[src/rtl/core/rrlc_match.sv]
// Shared compare unit that tests one region record against the layer and position.
module rrlc_match #(
    parameter int COORD_BITS = 16
) (
    input  logic [7:0]            i_layer,
    input  logic [COORD_BITS-1:0] i_xs,
    input  logic [COORD_BITS-1:0] i_ys,
    input  logic [COORD_BITS-1:0] i_xe,
    input  logic [COORD_BITS-1:0] i_ye,
    input  logic [7:0]            i_active_layer,
    input  logic [15:0]           i_pos_x,
    input  logic [15:0]           i_pos_y,
    output logic                  o_hit
);

    logic [31:0] px;
    logic [31:0] py;

    assign px = 32'(i_pos_x);
    assign py = 32'(i_pos_y);

    assign o_hit = (i_layer == i_active_layer) &&
                   (px >= 32'(i_xs)) && (py >= 32'(i_ys)) &&
                   (px <= 32'(i_xe)) && (py <= 32'(i_ye));

endmodule

[config.mk]
export PLATFORM = sky130hd
export DESIGN_NAME = rrlc_match
export DESIGN_NICKNAME = d
export VERILOG_FILES = /design/src/rtl/core/rrlc_match.sv
export SDC_FILE = /design/constraint.sdc
export NUM_CORES = 1
export LEC_CHECK = 0
export BUFFER_PORTS_ARGS = -buffer_cell sky130_fd_sc_hd__buf_2
export CAP_MARGIN = 20
export CORE_MARGIN = 3
export CORE_UTILIZATION = 40
export DETAILED_ROUTE_END_ITERATION = 16
export PLACE_DENSITY_LB_ADDON = 0.2
export REMOVE_ABC_BUFFERS = 1
export SLEW_MARGIN = 20
export SYNTH_ARGS = -nofsm -noshare
export SYNTH_HDL_FRONTEND = slang
export SYNTH_SLANG_ARGS = --single-unit
[constraint.sdc]
create_clock -name vclk -period 6.8
set_input_delay 1.36 -clock vclk [all_inputs]
set_output_delay 1.36 -clock vclk [all_outputs]
set_load 0.005 [all_outputs]
# After elaboration in Yosys (flattened, before gate mapping)
# Cells that the tools add are included.
# W data, S select, Z words.
# classes
eq_ne	1
magnitude_cmp	4
reduce_logical	4
# ops
operator	count
$ge A16 B16 Y1	2
$le A16 B16 Y1	2
$eq A8 B8 Y1	1
$logic_and A1 B1 Y1	4
# word_totals
elab_cells	9
regBits	0
output_inout_bits	1

# Longest topological paths before layout
# Gate-level depths: netlist of the first run.
# depth
depth_word	5
depth_mapped	8
depth_no_buf	8

# Worst setup path before layout of the first run
# No wires, ideal clock.
# synth_path
path_kind	in2out
from	input port i_pos_x[0]
to	output port o_hit
required_ns	5.440
arrival_time_ns	2.675
stages	8
setup_slack_ns	2.765
n_path_buf	0
cell_sequence	inv_1 > ha_1 > nand2b_4 > a2111oi_4 > nor3_2 > a2111oi_4 > o31a_2 > nor4_2
# synth_via
elab_chain_len	5
word_cells_on_any_way	6
classes_between	order compare (2); reduce/logical (4)
# synth_lines
item	line	text
start, declared	11	input logic [15:0] i_pos_x,
$ge A16 B16 Y1	23	(px >= 32'(i_xs)) && (py >= 32'(i_ys)) &&
$logic_and A1 B1 Y1	22	assign o_hit = (i_layer == i_active_layer) &&
$logic_and A1 B1 Y1	23	
$logic_and A1 B1 Y1 *	23	
$logic_and A1 B1 Y1 *	24	(px <= 32'(i_xe)) && (py <= 32'(i_ye));
end, declared	13	output logic o_hit
# Mark *: on every way between the ends. The rest lies on a longest branch, timed or not.

# Worst setup path after layout of the first run
# Same ends and word-level chain as after synthesis.

==> results of run 1 <==
report_power, final:
group	leakage (uW)	internal [uW]	total [uW]	switching, uW
Sequential	0	0	0	0
Combinational	0.00149	65.9	125	59.0
Clock	0	0	0	0
Yosys cell counts:
library cell,number
o21ai_0,4
ha_1,64
o31a_2,1
a2111oi_4,2
o21a_1,1
a211o_1,1
o21ai_1,2
and4_1,2
nand3_1,7
a211oi_2,1
nand2_1,15
nand2b_4,1
a221oi_1,3
nor4_1,2
nor3_2,1
nand4_1,10
a22oi_1,2
nand2b_1,1
xnor2_1,8
inv_1,64
nor2_1,7
nor4_2,1
a21oi_1,27
a21o_1,6
through the flow:
stage | util | hold slack (ns) | instance area (sq um) | worst slack [ns] | power, uW
global route | 0.576 | 3.29 | 2340 | 2.27 | 146
floorplan | - | 2.95 | 1710 | 2.77 | 74.3
detailed placement | 0.576 | 3.23 | 2340 | 2.44 | 126
CTS | 0.576 | 3.24 | 2340 | 2.44 | 127
global placement | 0.576 | 3.23 | 2340 | 2.48 | 123
finish | 0.576 | 3.23 | 2340 | 2.46 | 125
worst max-delay path: cells and delay by family:
family                   cells  cell delay (ns)
AO/OA/AOI/OAI                3             0.82
buffers and inverters        3             0.29
AND/OR/NAND/NOR              3             0.28
adder cells (fa/ha/maj)      1             0.22
worst paths after layout:
path | from | to | slack (ns)
max | i_pos_x[0] | o_hit | 2.46
min | i_layer[1] | o_hit | 3.23
per-layer routing:
layer | GRT usage | part of all wire
met5 | 0 | 0
met4 | 0 | 0
met3 | 0.0168 | 0.082
met2 | 0.324 | 0.50
met1 | 0.193 | 0.42
layout make-up:
class,count,area [sq um],share of cell area
Inverter,64,240,0.103
Multi-Input combinational cell,169,1470,0.628
Tap cell,50,62.6,0.0268
Timing Repair Buffer,113,566,0.242
logic make-up (layout without fill, tap and decap cells):
group | count (synthesis) | in the layout
xor gates and xnor gates | 8 | 8
adders and majority gates | 64 | 64
buffers and inverters | 64 | 177
AOI/OAI and AO/OA | 50 | 50
and+or+nand+nor | 47 | 47
cell usage in the layout, fill, tap and decap left out, drive strengths merged, types with 2 or more instances in the layout:
master	count
a21o	6
a221oi	3
buf	113
nand3	7
a22oi	2
inv	64
nor2	7
and4	2
ha	64
nand4	10
xnor2	8
nand2b	2
a21oi	27
a2111oi	2
o21ai	6
nor4	3
nand2	15
==> results.yml, run 1 <==
run_status:
  status: "completed"
sta:
  max_slew_margin: 0.764
  layout_min_cycle_time_ns: 4.34
  finalHoldViolCount: 0
  setup_viol: 0
  max_clock_freq_mhz: 230
  worst_pin_slew_ns: 0.351
  period_share: 0.639
  slew_viol_final: 0
  rsz0062_at_grt: "no"
  tns_ns: 0
route:
  avgViaCountPerCell: 4.81
  via_count: 1903
  dr.pass1.iters: 4
  wl_per_cell_microns: 10.6
  wl_microns: 4190
  first_iter_violations: 43
  drtAntennaViolNets: 0
  drc: 0
clock_network:
  hold_buffers: 0
  postCtsSetupBuffers: 0
  post_cts_resized: 0
worst_setup_path:
  cp_max_fo: 2
  slowest_stage: "a2111oi_4"
  critPathLaunchType: "input port"
  worst-endpoint-arrival_ns: 2.98
  path_cells: "buf_2, inv_1, ha_1, nand2b_4, a2111oi_4, nor3_2, a2111oi_4, o31a_2, nor4_2, buf_2"
  required_ns: 5.44
  critPathMaxStageDelay_ns: 0.36
  crit_type: "in2out"
  worstSetupEndpointType: "output pin"
floorplan:
  die-area_sq_mm: 0.00509
  rows: 23
  initial_core_util: 0.421
  fp.coreArea_sq_mm: 0.00406
  io_pins: 113
  fp.dieH_microns: 71.4
  chipWidth_microns: 71.4
synthesis:
  synth-compound-area-share: 0.202
  syn_area_sq_mm: 0.00171
  yosys_warnings: 0
  synth_top_family_by_area: "adder cells"
  yosys.cell_types.count: 24
  synth-seq-area-share: 0
  yosys.area.top_type: "ha_1"
  syn_area_per_cell_sq_um: 7.34
  synthSimpleGateAreaFrac: 0.148
  synthMuxAreaShare: 0
  synth_cells: 233
  ys_top_cells_by_area: "ha_1 47%, inv_1 14%, a21oi_1 7.9%, xnor2_1 4.1%, nand4_1 3.7%"
  yosysTopAreaCellShare: 0.469
  synth-xor-area-share: 0.0410
  synthAdderAreaFrac: 0.469
global_routing:
  grt_pass1_vias: 1829
  overflow: 0
  grt_pass1_wl_microns: 7090
  grt_start_max_net_pins: 4
  antenna_found_initial: 0
  grt_usage: 0.162
placement:
  place_inst: 396
  dp_hpwl_microns: 4070
  gp_congestion: 0.842
  portBuffers: 113
layout:
  fin_cells: 396
  layout-drive-gt1-share: 0.347
  n_clock_buffer: 0
  n_fill_cell: 412
  diodes: 0
  regArea_sq_um: 0
  syn2layout_area_growth_pct: 36.7
  nNetsFinal: 524
  seq_cell_count: 0
run:
  maxCapViolations: 0
min_path:
  worstHoldPathType: "in2out"
  min_path_cells: 6
pwr:
  p_per_area_mw_per_mm2: 53.4
  total_leakage_power_uw: 0.00149
  irDropWorstVdd_mv: 0.0247
Power figures use the tool's default switching activity.
==> run 2: changes to the inputs <==
==> constraint.sdc (replaced) <==
create_clock -name vclk -period 4.15
set_input_delay 0.83 -clock vclk [all_inputs]
set_output_delay 0.83 -clock vclk [all_outputs]
set_load 0.005 [all_outputs]
==> run 2 against run 1 <==
Sequential share of layout area did not move. Critical path depth did not move. Worst hold slack got worse by 1.1 ns. Combinational power rose by 63%. Power rose by 64%. Die area did not move. Wire length fell by 0.64%. Global-route usage rose by 0.058 points.
==> results.yml, run 2 (synthesized netlist as in run 1, its figures left out) <==
global_routing:
  overflow: 0
  antenna_found_initial: 0
  grt_pass1_wl_microns: 7150
  grt_pass1_vias: 1834
  grt_usage: 0.162
  grt_start_max_net_pins: 4
floorplan:
  rows: 23
  die-area_sq_mm: 0.00509
  fp.coreArea_sq_mm: 0.00406
  chipWidth_microns: 71.4
  initial_core_util: 0.421
  fp.dieH_microns: 71.4
  io_pins: 113
route:
  drc: 0
  dr.pass1.iters: 4
  first_iter_violations: 43
  drtAntennaViolNets: 0
  via_count: 1902
  wl_microns: 4160
  wl_per_cell_microns: 10.5
  avgViaCountPerCell: 4.80
pwr:
  switchingPower_uw: 96.4
  seq_power_share: 0
  p_per_area_mw_per_mm2: 87.4
  clkPwrFrac: 0
  comb_power_share: 1.000
  irDropWorstVdd_mv: 0.0403
  sw_frac_of_total: 0.472
  total_leakage_power_uw: 0.00149
  p_int_uw: 108
sta:
  period_share: 0.791
  rsz0062_at_grt: "no"
  whs_ns: 2.17
  max_clock_freq_mhz: 305
  layout_min_cycle_time_ns: 3.28
  tns_ns: 0
  slew_viol_final: 0
  max_slew_margin: 0.761
  fin_ws_ns: 0.866
  worst_pin_slew_ns: 0.356
  setup_viol: 0
  finalHoldViolCount: 0
worst_setup_path:
  worst-endpoint-arrival_ns: 2.45
  cp_max_fo: 2
  startpoint: "i_pos_x[0]"
  required_ns: 3.32
  worstSetupEndpointType: "output pin"
  crit_type: "in2out"
  critPathLaunchType: "input port"
  cp-endpoint: "o_hit"
layout:
  n_clock_buffer: 0
  nNetsFinal: 524
  syn2layout_area_growth_pct: 36.7
  layout_commonest_cell: "buf_2"
  fin_cells: 396
  regArea_sq_um: 0
  final_cell_mix: "113 x buf_2, 64 x inv_1, 64 x ha_1"
  layout-drive-gt1-share: 0.347
  n_fill_cell: 404
  diodes: 0
  seq_cell_count: 0
min_path:
  worstHoldPathType: "in2out"
run:
  maxCapViolations: 0
placement:
  place_ws_ns: 0.854
  gp_congestion: 0.842
  portBuffers: 113
  place_inst: 396
  dp_hpwl_microns: 4060
clock_network:
  hold_buffers: 0
  post_cts_resized: 0
  postCtsSetupBuffers: 0
run_status:
  status: "completed"
## run 2: worst min-delay path by stage
stage                     from  endpoint  slack [ns]  depth (start not counted)
floorplan           i_layer[1]     o_hit        1.89                          4
global placement    i_layer[1]     o_hit        2.17                          6
detailed placement  i_layer[6]     o_hit        2.16                          6
CTS                 i_layer[6]     o_hit        2.17                          6
global route        i_layer[6]     o_hit        2.22                          6
finish              i_layer[1]     o_hit        2.17                          6
## run 2: per-stage QoR
stage	utilization	cell area, sq um	total power [uW]
after floorplan	-	1710	122
after global placement	0.576	2340	202
after detailed placement	0.576	2340	206
after CTS	0.576	2340	208
after global routing	0.576	2340	240
final	0.576	2340	204
## run 2: cell type report
type / instances / area (sq um) / share of cell area
Tap cell: 50 / 62.6 / 0.0268
Multi-Input combinational cell: 169 / 1470 / 0.628
Inverter: 64 / 240 / 0.103
Timing Repair Buffer: 113 / 566 / 0.242
## run 2: power by group through the flow
stage | combinational, uW | sequential (uW) | clock, uW
6_report | 204 | 0 | 0
5_1_grt | 240 | 0 | 0
2_1_floorplan | 122 | 0 | 0
4_1_cts | 208 | 0 | 0
3_3_place_gp | 202 | 0 | 0
3_5_place_dp | 206 | 0 | 0
## run 2: per-layer routing
| metal | vias to the layer above | track usage | wire (microns) |
|---|---|---|---|
| met2 | 61 | 0.322 | 2110 |
| met4 | 0 | 0 | 0 |
| met3 | 0 | 0.0112 | 349 |
| li1 | 1032 | - | - |
| met5 | - | 0 | 0 |
| met1 | 809 | 0.199 | 1710 |
## run 2: worst max-delay path, stage by stage
cell and delay, ns:
buf_2 0.07, inv_1 0.04, ha_1 0.27, nand2b_4 0.15
a2111oi_4 0.36, nor3_2 0.10, a2111oi_4 0.29, o31a_2 0.17
nor4_2 0.03, buf_2 0.14
